`src/rtl/core/rpmc_pkg.sv`:
```
package rpmc_pkg;

    // grid and field sizes
    localparam int MAX_SIDE   = 64;
    localparam int SIDE_W     = $clog2(MAX_SIDE);
    localparam int CELL_COUNT = MAX_SIDE * MAX_SIDE;
    localparam int CELL_AW    = $clog2(CELL_COUNT);
    localparam int CNT_W      = CELL_AW + 1;
    localparam int SIZE_W     = 7;
    localparam int RAND_W     = 31;
    localparam int MAP_W      = 8;
    localparam int KIND_W     = 2;
    localparam int ND_W       = 3;
    localparam int DIRS_W     = 8;
    localparam int ENTRY_W    = 2 * SIDE_W + ND_W + DIRS_W;

    // cell status codes
    localparam logic [1:0] ST_UNVISITED = 2'd0;
    localparam logic [1:0] ST_FRONTIER  = 2'd1;
    localparam logic [1:0] ST_CARVED    = 2'd2;

    // directions
    localparam logic [1:0] DIR_N = 2'd0;
    localparam logic [1:0] DIR_S = 2'd1;
    localparam logic [1:0] DIR_E = 2'd2;
    localparam logic [1:0] DIR_W = 2'd3;

    // result kinds, also used as emit selector
    localparam logic [1:0] KIND_CELL = 2'd0;
    localparam logic [1:0] KIND_WALL = 2'd1;
    localparam logic [1:0] KIND_NONE = 2'd2;

    // divider operand selectors
    localparam logic [1:0] SEL_COL  = 2'd0;
    localparam logic [1:0] SEL_ROW  = 2'd1;
    localparam logic [1:0] SEL_PICK = 2'd2;
    localparam logic [1:0] SEL_DIR  = 2'd3;

    // register indexes
    localparam logic REG_WIDTH  = 1'b0;
    localparam logic REG_HEIGHT = 1'b1;

    // datapath operations
    typedef logic [4:0] op_t;
    localparam op_t OP_NOP         = 5'd0;
    localparam op_t OP_CAPTURE     = 5'd1;
    localparam op_t OP_CLR_STEP    = 5'd2;
    localparam op_t OP_DIV_START   = 5'd3;
    localparam op_t OP_DIV_STEP    = 5'd4;
    localparam op_t OP_DIV_TAKE    = 5'd5;
    localparam op_t OP_START_CELL  = 5'd6;
    localparam op_t OP_READ_PICK   = 5'd7;
    localparam op_t OP_TAKE_CHOSEN = 5'd8;
    localparam op_t OP_GROW_CELL   = 5'd9;
    localparam op_t OP_NB_READ     = 5'd10;
    localparam op_t OP_NB_ADD      = 5'd11;
    localparam op_t OP_NB_NEXT     = 5'd12;
    localparam op_t OP_SCAN_INIT   = 5'd13;
    localparam op_t OP_SCAN_READ   = 5'd14;
    localparam op_t OP_SCAN_NEXT   = 5'd15;
    localparam op_t OP_SCAN_UPD    = 5'd16;
    localparam op_t OP_SHIFT_INIT  = 5'd17;
    localparam op_t OP_SHIFT_READ  = 5'd18;
    localparam op_t OP_SHIFT_WRITE = 5'd19;
    localparam op_t OP_DEC_COUNT   = 5'd20;
    localparam op_t OP_EMIT        = 5'd21;

    typedef struct packed {
        op_t        op;
        logic [1:0] sel;
    } cmd_t;

    typedef struct packed {
        logic       div_done;
        logic       nb_valid;
        logic [1:0] nb_stat;
        logic       scan_end;
        logic       scan_match;
        logic       shift_end;
        logic       fcount_zero;
        logic       out_free;
        logic       d_last;
        logic       clr_last;
    } status_t;

    function automatic logic [SIZE_W-1:0] eff_side(input logic [SIZE_W-1:0] v);
        logic [SIZE_W-1:0] r;
        r = v;
        if (v == '0)
        begin
            r = SIZE_W'(1);
        end
        else if (v > SIZE_W'(MAX_SIDE))
        begin
            r = SIZE_W'(MAX_SIDE);
        end
        return r;
    endfunction

endpackage

```
`src/rtl/core/rpmc_ctrl.sv`:
```
module rpmc_ctrl (
    input  logic               clk,
    input  logic               rst_n,
    input  logic               req_valid,
    input  logic               action,
    output logic               req_stall,
    input  rpmc_pkg::status_t  status,
    output rpmc_pkg::cmd_t     cmd
);
    import rpmc_pkg::*;

    localparam logic [4:0] S_IDLE       = 5'd0;
    localparam logic [4:0] S_CLR        = 5'd1;
    localparam logic [4:0] S_DIV_LOAD   = 5'd2;
    localparam logic [4:0] S_DIV        = 5'd3;
    localparam logic [4:0] S_START      = 5'd4;
    localparam logic [4:0] S_PICK_RD    = 5'd5;
    localparam logic [4:0] S_PICK_TAKE  = 5'd6;
    localparam logic [4:0] S_GROW       = 5'd7;
    localparam logic [4:0] S_NB         = 5'd8;
    localparam logic [4:0] S_NB_CHK     = 5'd9;
    localparam logic [4:0] S_SCAN_RD    = 5'd10;
    localparam logic [4:0] S_SCAN_CMP   = 5'd11;
    localparam logic [4:0] S_NB_ADV     = 5'd12;
    localparam logic [4:0] S_SHIFT_INIT = 5'd13;
    localparam logic [4:0] S_SH_RD      = 5'd14;
    localparam logic [4:0] S_SH_WR      = 5'd15;
    localparam logic [4:0] S_EMIT_WALL  = 5'd16;
    localparam logic [4:0] S_EMIT_CELL  = 5'd17;
    localparam logic [4:0] S_EMPTY      = 5'd18;

    logic [4:0] state_reg, state_next;
    logic [1:0] phase_reg, phase_next;
    logic       grow_reg, grow_next;

    assign req_stall = (state_reg != S_IDLE);

    always_comb
    begin
        state_next = state_reg;
        phase_next = phase_reg;
        grow_next  = grow_reg;
        cmd.op     = OP_NOP;
        cmd.sel    = 2'd0;
        case (state_reg)
            S_IDLE:
            begin
                if (req_valid)
                begin
                    cmd.op    = OP_CAPTURE;
                    grow_next = action;
                    if (!action)
                    begin
                        state_next = S_CLR;
                    end
                    else if (status.fcount_zero)
                    begin
                        state_next = S_EMPTY;
                    end
                    else
                    begin
                        phase_next = SEL_PICK;
                        state_next = S_DIV_LOAD;
                    end
                end
            end
            S_CLR:
            begin
                cmd.op = OP_CLR_STEP;
                if (status.clr_last)
                begin
                    phase_next = SEL_COL;
                    state_next = S_DIV_LOAD;
                end
            end
            S_DIV_LOAD:
            begin
                cmd.op     = OP_DIV_START;
                cmd.sel    = phase_reg;
                state_next = S_DIV;
            end
            S_DIV:
            begin
                if (!status.div_done)
                begin
                    cmd.op = OP_DIV_STEP;
                end
                else
                begin
                    cmd.op  = OP_DIV_TAKE;
                    cmd.sel = phase_reg;
                    case (phase_reg)
                        SEL_COL:
                        begin
                            phase_next = SEL_ROW;
                            state_next = S_DIV_LOAD;
                        end
                        SEL_ROW:  state_next = S_START;
                        SEL_PICK: state_next = S_PICK_RD;
                        default:  state_next = S_GROW;
                    endcase
                end
            end
            S_START:
            begin
                cmd.op     = OP_START_CELL;
                state_next = S_NB;
            end
            S_PICK_RD:
            begin
                cmd.op     = OP_READ_PICK;
                state_next = S_PICK_TAKE;
            end
            S_PICK_TAKE:
            begin
                cmd.op     = OP_TAKE_CHOSEN;
                phase_next = SEL_DIR;
                state_next = S_DIV_LOAD;
            end
            S_GROW:
            begin
                cmd.op     = OP_GROW_CELL;
                state_next = S_NB;
            end
            S_NB:
            begin
                if (status.nb_valid)
                begin
                    cmd.op     = OP_NB_READ;
                    state_next = S_NB_CHK;
                end
                else
                begin
                    state_next = S_NB_ADV;
                end
            end
            S_NB_CHK:
            begin
                if (status.nb_stat == ST_UNVISITED)
                begin
                    cmd.op     = OP_NB_ADD;
                    state_next = S_NB_ADV;
                end
                else if (status.nb_stat == ST_FRONTIER)
                begin
                    cmd.op     = OP_SCAN_INIT;
                    state_next = S_SCAN_RD;
                end
                else
                begin
                    state_next = S_NB_ADV;
                end
            end
            S_SCAN_RD:
            begin
                if (status.scan_end)
                begin
                    state_next = S_NB_ADV;
                end
                else
                begin
                    cmd.op     = OP_SCAN_READ;
                    state_next = S_SCAN_CMP;
                end
            end
            S_SCAN_CMP:
            begin
                if (status.scan_match)
                begin
                    cmd.op     = OP_SCAN_UPD;
                    state_next = S_NB_ADV;
                end
                else
                begin
                    cmd.op     = OP_SCAN_NEXT;
                    state_next = S_SCAN_RD;
                end
            end
            S_NB_ADV:
            begin
                cmd.op = OP_NB_NEXT;
                if (!status.d_last)
                begin
                    state_next = S_NB;
                end
                else if (grow_reg)
                begin
                    state_next = S_SHIFT_INIT;
                end
                else
                begin
                    state_next = S_EMIT_CELL;
                end
            end
            S_SHIFT_INIT:
            begin
                cmd.op     = OP_SHIFT_INIT;
                state_next = S_SH_RD;
            end
            S_SH_RD:
            begin
                if (status.shift_end)
                begin
                    cmd.op     = OP_DEC_COUNT;
                    state_next = S_EMIT_WALL;
                end
                else
                begin
                    cmd.op     = OP_SHIFT_READ;
                    state_next = S_SH_WR;
                end
            end
            S_SH_WR:
            begin
                cmd.op     = OP_SHIFT_WRITE;
                state_next = S_SH_RD;
            end
            S_EMIT_WALL:
            begin
                if (status.out_free)
                begin
                    cmd.op     = OP_EMIT;
                    cmd.sel    = KIND_WALL;
                    state_next = S_EMIT_CELL;
                end
            end
            S_EMIT_CELL:
            begin
                if (status.out_free)
                begin
                    cmd.op     = OP_EMIT;
                    cmd.sel    = KIND_CELL;
                    state_next = S_IDLE;
                end
            end
            S_EMPTY:
            begin
                if (status.out_free)
                begin
                    cmd.op     = OP_EMIT;
                    cmd.sel    = KIND_NONE;
                    state_next = S_IDLE;
                end
            end
            default:
            begin
                state_next = S_IDLE;
            end
        endcase
    end

    always_ff @(posedge clk or negedge rst_n)
    begin
        if (!rst_n)
        begin
            state_reg <= S_IDLE;
            phase_reg <= SEL_COL;
            grow_reg  <= 1'b0;
        end
        else
        begin
            state_reg <= state_next;
            phase_reg <= phase_next;
            grow_reg  <= grow_next;
        end
    end

endmodule

```
`config.mk`:
```
export PLATFORM = sky130hd
export DESIGN_NAME = rpmc_ctrl
export DESIGN_NICKNAME = d
export VERILOG_FILES = /design/src/rtl/core/rpmc_pkg.sv /design/src/rtl/core/rpmc_ctrl.sv
export SDC_FILE = /design/constraint.sdc
export NUM_CORES = 1
export LEC_CHECK = 0
export BUFFER_PORTS_ARGS = -buffer_cell sky130_fd_sc_hd__buf_2
export CORE_MARGIN = 2
export CORE_UTILIZATION = 50
export CTS_BUF_LIST = sky130_fd_sc_hd__clkbuf_4 sky130_fd_sc_hd__clkbuf_8
export CTS_CLUSTER_DIAMETER = 200
export DETAILED_ROUTE_END_ITERATION = 10
export MAX_ROUTING_LAYER = met4
export PLACE_DENSITY = 0.76
export SLEW_MARGIN = 20
export SYNTH_ARGS = -nofsm -noshare
export SYNTH_HDL_FRONTEND = slang
export SYNTH_SLANG_ARGS = --single-unit
```
`constraint.sdc`:
```
create_clock -name clk -period 1.65 [get_ports clk]
set_clock_uncertainty 0.2 [all_clocks]
set_input_delay 0.165 -clock clk [delete_from_list [all_inputs] [get_ports clk]]
set_output_delay 0.165 -clock clk [all_outputs]
set_load 0.03 [all_outputs]
```
==> results.sh, run 1 <==
export IMPL_drc=0
export IMPL_die_w_um=49.69
export IMPL_synth_area_top_cells="dfrtp_1 19%, o21ai_0 5.8%, nand2_1 5.4%, mux2i_1 4.8%, nand3_1 4.3%"
export IMPL_largest_reg_flops=5
export IMPL_dp_hpwl_um=3007
export IMPL_cts_sinks=8
export IMPL_crit_arrival_ps=1930
export IMPL_clk_path_buf_depth=2
export IMPL_design_die_area_um2=2469
export IMPL_fillers=69
export IMPL_cts_tree="built"
export IMPL_ys_seq_area_share_pct=19.18
export IMPL_areaGrowthSynthToFinish_pct=75.30
export IMPL_stdcell_count=241
export IMPL_ys_flop_type="dfrtp_1"
export IMPL_synth_top_cell_area_share_pct=19.18
export IMPL_yosys_top_cells_count="15 x nand2_1, 12 x o21ai_0, 10 x inv_1, 10 x nor2_1, 9 x nand3_1"
export IMPL_post_route_min_period_ps=2290
export IMPL_maxSlewHeadroom_pct=70.33
export IMPL_grt_max_degree=11
export IMPL_violations="negative setup slack"
export IMPL_required_ps=1280
export IMPL_power_frac_clock_pct=3.7
export IMPL_hold_viol_final=0
export IMPL_diodes=0
export IMPL_num_vias=1664
export IMPL_grt_pass1_vias=1518
export IMPL_outcome="finished, violations left"
export IMPL_power_switching_mw=2.245
export IMPL_crit_chain="buf_4, nor3_2, o21a_1, a21oi_1, o31ai_2, buf_4"
export IMPL_row_count=16
export IMPL_cts_root_buf="clkbuf_4"
export IMPL_cts_buffers=3
export IMPL_numPortBuffers=22
export IMPL_p_per_area_nw_per_um2=2379
export IMPL_syn_cell_area_um2=1044
export IMPL_cts_reportedPaths_clkPinSlew_ps=60
export IMPL_drv_slew=0
export IMPL_yosysMostFrequentCell="nand2_1"
export IMPL_startpoint_type="flip-flop"
export IMPL_p_leak_nw=0.8479
export IMPL_fmax_mhz=436.7
export IMPL_netlist_instances=144
export IMPL_io_pins=23
export IMPL_final_core_util_pct=93.24
export IMPL_path_delay_family="compound AO/OA/AOI/OAI gates"
export IMPL_multi_input_area_um2=938.4
export IMPL_crit_path_frequent_cell="buf_4"
export IMPL_netSwitchingFraction_pct=51.57
export IMPL_pwr_share_seq_pct=11.3
export IMPL_tightest_slew_ps=440.4
export IMPL_finalPower_mw=4.352
export IMPL_yosys_warnings=0
export IMPL_max_stage_delay_ps=470
export IMPL_grt_total_usage_pct=41.66
export IMPL_syn_nets=162
export IMPL_antenna_found_initial=0
export IMPL_clk_insertion_delay_late_ps=270
export IMPL_dr_pass1_iters=4
export IMPL_cp_max_fo=8
export IMPL_synth_edff_count=0
export IMPL_first_iter_violations=140
export IMPL_cp_slowest_cell="dfrtp_2"
export IMPL_cp_num_buf_inv=2
export IMPL_grt_pass1_wl_um=7465
export IMPL_finalCritPeriodShare_pct=138.8
export IMPL_p_int_mw=2.108
export IMPL_initial_core_util_pct=53.19
export IMPL_r2r_start="state_reg[1]"
export IMPL_coreArea_um2=1962
export IMPL_min_path_type="input port to flip-flop"
export IMPL_yosysUniqueCellTypes=49
export IMPL_ant_nets=0
export IMPL_wl_um=5881
export IMPL_via_per_inst=6.905
export IMPL_dpl_worst_slack_ps=-261.0
export IMPL_crit_start="state_reg[2]"
export IMPL_rsz0062_at_grt="true"
export IMPL_finalSetupViolCount=16
export IMPL_drv_cap=0
export IMPL_gr_total_overflow=0
export IMPL_numPlacedInstances=222
export IMPL_fin_ws_ps=-640.1
export IMPL_path_class="flip-flop to output pin"
export IMPL_min_from="action"
export IMPL_comb_power_share_pct=85.0
export IMPL_synth_largest_area_cell="dfrtp_1"
export IMPL_nNetsFinal=234
export IMPL_gp_congestion=0.9922
export IMPL_hold_slack_ps=53.90
export IMPL_drive_gt1_share_pct=60.28
export IMPL_ir_drop_v=0.001694
export IMPL_cts_htree_levels=1
export IMPL_chipHeight_um=49.69
export IMPL_synth_seq_cells=8
export IMPL_wl_per_cell_um=24.40
export IMPL_worstSetupEndpointType="output pin"
export IMPL_regArea_um2=206.4
export IMPL_synth_area_per_cell_um2=7.247
export IMPL_async_flop_share_pct=100.0
-- kinds of logic (layout without fill, tap and decap cells) --
group / after synthesis / after routing / share of synthesized area [%]
flops: 8 / 8 / 19.18
fa+ha+maj: 3 / 3 / 3.598
compound gates: 46 / 46 / 29.86
xor+xnor: 2 / 2 / 1.679
simple gates: 57 / 57 / 28.90
buf+inv: 21 / 91 / 9.831
mux: 7 / 7 / 6.954
-- timing repair --
action,CTS,global route
hold buffers,3,0
setup endpoints to repair,16,16
buffers inserted,9,6
gates resized for setup,35,23
hold endpoints to repair,10,0
pin swaps,11,8
-- worst register-to-register path, cell delays in order, from the launching register on --
cell,delay (ps)
dfrtp_2,490
inv_2,220
mux2i_2,340
o21a_1,190
o211ai_2,90
mux2_2,280
-- power groups by stage --
stage / sequential (mW) / combinational (mW) / clock (mW)
after floorplan: 0.340 / 1.77 / 0
after global placement: 0.442 / 2.61 / 0
after detailed placement: 0.453 / 2.68 / 0
after CTS: 0.455 / 3.11 / 0.157
after global routing: 0.496 / 3.80 / 0.169
final: 0.493 / 3.70 / 0.159
-- through the flow --
step	setup TNS (ps)	instance area (µm²)
after CTS	-3796	1690
after global placement	-2793	1476
final	-5667	1829
after floorplan	-656.5	1119
after detailed placement	-3179	1476
after global routing	-6130	1829
-- final timing paths --
check	slack, ps	endpoint	cells past startpoint
min in group asynchronous	80	state_reg[4]	2
setup / recovery	-640	cmd[5]	6
max in group asynchronous	970	state_reg[0]	2
hold / removal	50	state_reg[4]	3
setup reg to reg	-290	phase_reg[1]	5
hold reg to reg	430	grow_reg	1
-- routing by layer --
layer | vias to the layer above | share of wire, % | GRT usage, %
met1 | 749 | 33 | 44.87
met2 | 180 | 44 | 69.11
met3 | 68 | 13 | 12.73
li1 | 667 | - | -
met5 | - | 0 | -
met4 | 0 | 10 | 20.83
-- cell usage in the layout (no fill, tap or decap), types with 3 or more instances in the layout --
master and instances:
buf_4 46, mux2i_1 4, o21ai_2 4, nand2_1 12, nor2_1 7, dfrtp_2 5
ha_1 3, dfrtp_1 3, buf_2 17, buf_6 9, nand3_1 7, nor2b_2 3
or2_4 3, dlygate4sd3_1 3, inv_1 8, inv_2 3, o21ai_0 8, nand2_2 3
a21oi_1 4, clkbuf_4 3
-- final cells by class --
type                       instances  share of cell area (%)
sequential                         8                   11.29
timing repair buffer              77                   32.08
multi-input combinational        115                   51.30
clock buffer                       3                   1.231
tap                               27                   1.847
inverter                          11                   2.257
Power figures use the tool's default switching activity.
==> run 2: changes to the inputs <==
--- a/config.mk
+++ b/config.mk
@@ -7,12 +7,13 @@
 export LEC_CHECK = 0
 export BUFFER_PORTS_ARGS = -buffer_cell sky130_fd_sc_hd__buf_2
 export CORE_MARGIN = 2
-export CORE_UTILIZATION = 50
+export CORE_UTILIZATION = 40
 export CTS_BUF_LIST = sky130_fd_sc_hd__clkbuf_4 sky130_fd_sc_hd__clkbuf_8
 export CTS_CLUSTER_DIAMETER = 200
+export CTS_CLUSTER_SIZE = 14
 export DETAILED_ROUTE_END_ITERATION = 10
 export MAX_ROUTING_LAYER = met4
-export PLACE_DENSITY = 0.76
+export PLACE_DENSITY = 0.63
 export SLEW_MARGIN = 20
 export SYNTH_ARGS = -nofsm -noshare
 export SYNTH_HDL_FRONTEND = slang
==> results.sh, run 2 (synthesis results as in run 1) <==
export IMPL_grt_pass1_wl_um=6375
export IMPL_cp_max_fo=7
export IMPL_cts_buffers=3
export IMPL_crit_arrival_ps=1670
export IMPL_p_leak_nw=0.9027
export IMPL_nNetsFinal=240
export IMPL_largest_reg_flops=5
export IMPL_io_pins=23
export IMPL_design_die_area_um2=3033
export IMPL_chipHeight_um=55.08
export IMPL_maxSlewHeadroom_pct=80.64
export IMPL_num_vias=1579
export IMPL_drv_slew=0
export IMPL_via_per_inst=6.316
export IMPL_ir_drop_v=0.001541
export IMPL_fmax_mhz=492.1
export IMPL_dr_pass1_iters=5
export IMPL_areaGrowthSynthToFinish_pct=89.45
export IMPL_p_per_area_nw_per_um2=2270
export IMPL_outcome="finished, violations left"
export IMPL_clk_insertion_delay_late_ps=270
export IMPL_final_common_cell="buf_4"
export IMPL_cts_tree="built"
export IMPL_gr_total_overflow=0
export IMPL_grt_max_degree=10
export IMPL_cts_sinks=8
export IMPL_startpoint_type="flip-flop"
export IMPL_first_iter_violations=64
export IMPL_finalSetupViolCount=15
export IMPL_hold_slack_ps=53.92
export IMPL_violations="negative setup slack"
export IMPL_final_cell_mix="45 x buf_4, 21 x buf_6, 14 x buf_2"
export IMPL_fin_ws_ps=-382.3
export IMPL_row_count=18
export IMPL_required_ps=1280
export IMPL_drv_cap=0
export IMPL_ant_nets=0
export IMPL_dp_hpwl_um=2956
export IMPL_cts_htree_levels=1
export IMPL_clk_path_buf_depth=2
export IMPL_worstSetupEndpointType="output pin"
export IMPL_antenna_found_initial=0
export IMPL_initial_core_util_pct=42.12
export IMPL_hold_viol_final=0
export IMPL_die_w_um=55.08
export IMPL_rsz0062_at_grt="true"
export IMPL_diodes=0
export IMPL_min_path_type="input port to flip-flop"
export IMPL_path_class="flip-flop to output pin"
export IMPL_drc=0
export IMPL_wl_um=5097
export IMPL_coreArea_um2=2477
export IMPL_tightest_slew_ps=288.2
export IMPL_grt_pass1_vias=1392
export IMPL_grt_total_usage_pct=30.62
export IMPL_final_core_util_pct=79.80
export IMPL_cts_reportedPaths_clkPinSlew_ps=70
export IMPL_cts_root_buf="clkbuf_4"
export IMPL_finalCritPeriodShare_pct=123.2
export IMPL_wl_per_cell_um=20.39
export IMPL_drive_gt1_share_pct=61.82
export IMPL_gp_congestion=0.9290
export IMPL_post_route_min_period_ps=2032
export IMPL_numPortBuffers=22
run 2: where the power goes:
group / switching (mW) / leakage (nW) / internal (mW)
Combinational: 1.97 / 0.796 / 1.90
Sequential: 0.158 / 0.0930 / 0.292
Clock: 0.0784 / 0.0138 / 0.0839
run 2: per-layer routing:
metal	GRT usage (%)	up-vias	wire [µm]
met5	-	-	0
met4	12.20	0	231
met3	2.688	31	339
met2	55.95	104	2523
met1	34.15	760	2003
li1	-	684	-
run 2: layout make-up:
| type | count | area [µm²] |
|---|---|---|
| repair buffers | 83 | 674.4 |
| multi-input cells | 115 | 991.0 |
| well taps | 30 | 37.54 |
| flip-flops and latches | 8 | 205.2 |
| clock buffers | 3 | 22.52 |
| fillers | 153 | 500.5 |
| inverters | 11 | 46.29 |
run 2: timing repair:
item                                   4_1_cts  5_1_grt
setup buffers                                9        8
setup endpoints to repair                   16       16
gates resized for setup                     51       39
pin swaps                                   17       15
hold buffers                                 3        0
endpoints found under the hold margin       10        0
run 2: path summary, 6_finish.rpt:
check | slack [ps] | end | startpoint | cells after the start
max | -380 | cmd[3] | state_reg[2] | 7
min | 50 | state_reg[2] | status[1] | 3
max reg2reg | -320 | phase_reg[1] | state_reg[0] | 6
min reg2reg | 400 | grow_reg | grow_reg | 1
max in group asynchronous | 960 | state_reg[0] | rst_n | 2
min in group asynchronous | 80 | grow_reg | rst_n | 2
run 2: critical path: stages, from the launching register on:
cell	delay (ps)
dfrtp_2	450
buf_6	160
buf_4	140
a211o_1	230
nand3_2	90
a21oi_2	70
o22ai_2	100
buf_6	150
run 2: per-stage QoR:
stage / total power, mW / instances / setup slack [ps] / area, µm² / TNS (ps)
after floorplan: 2.112 / 144 / -130.3 / 1119 / -656.5
after global placement: 3.066 / 230 / -181.1 / 1505 / -1555
after detailed placement: 3.123 / 230 / -211.3 / 1505 / -2077
after CTS: 3.871 / 245 / -329.8 / 1805 / -3515
after global routing: 4.695 / 250 / -446.1 / 1977 / -5027
final: 4.488 / 250 / -382.3 / 1977 / -4186
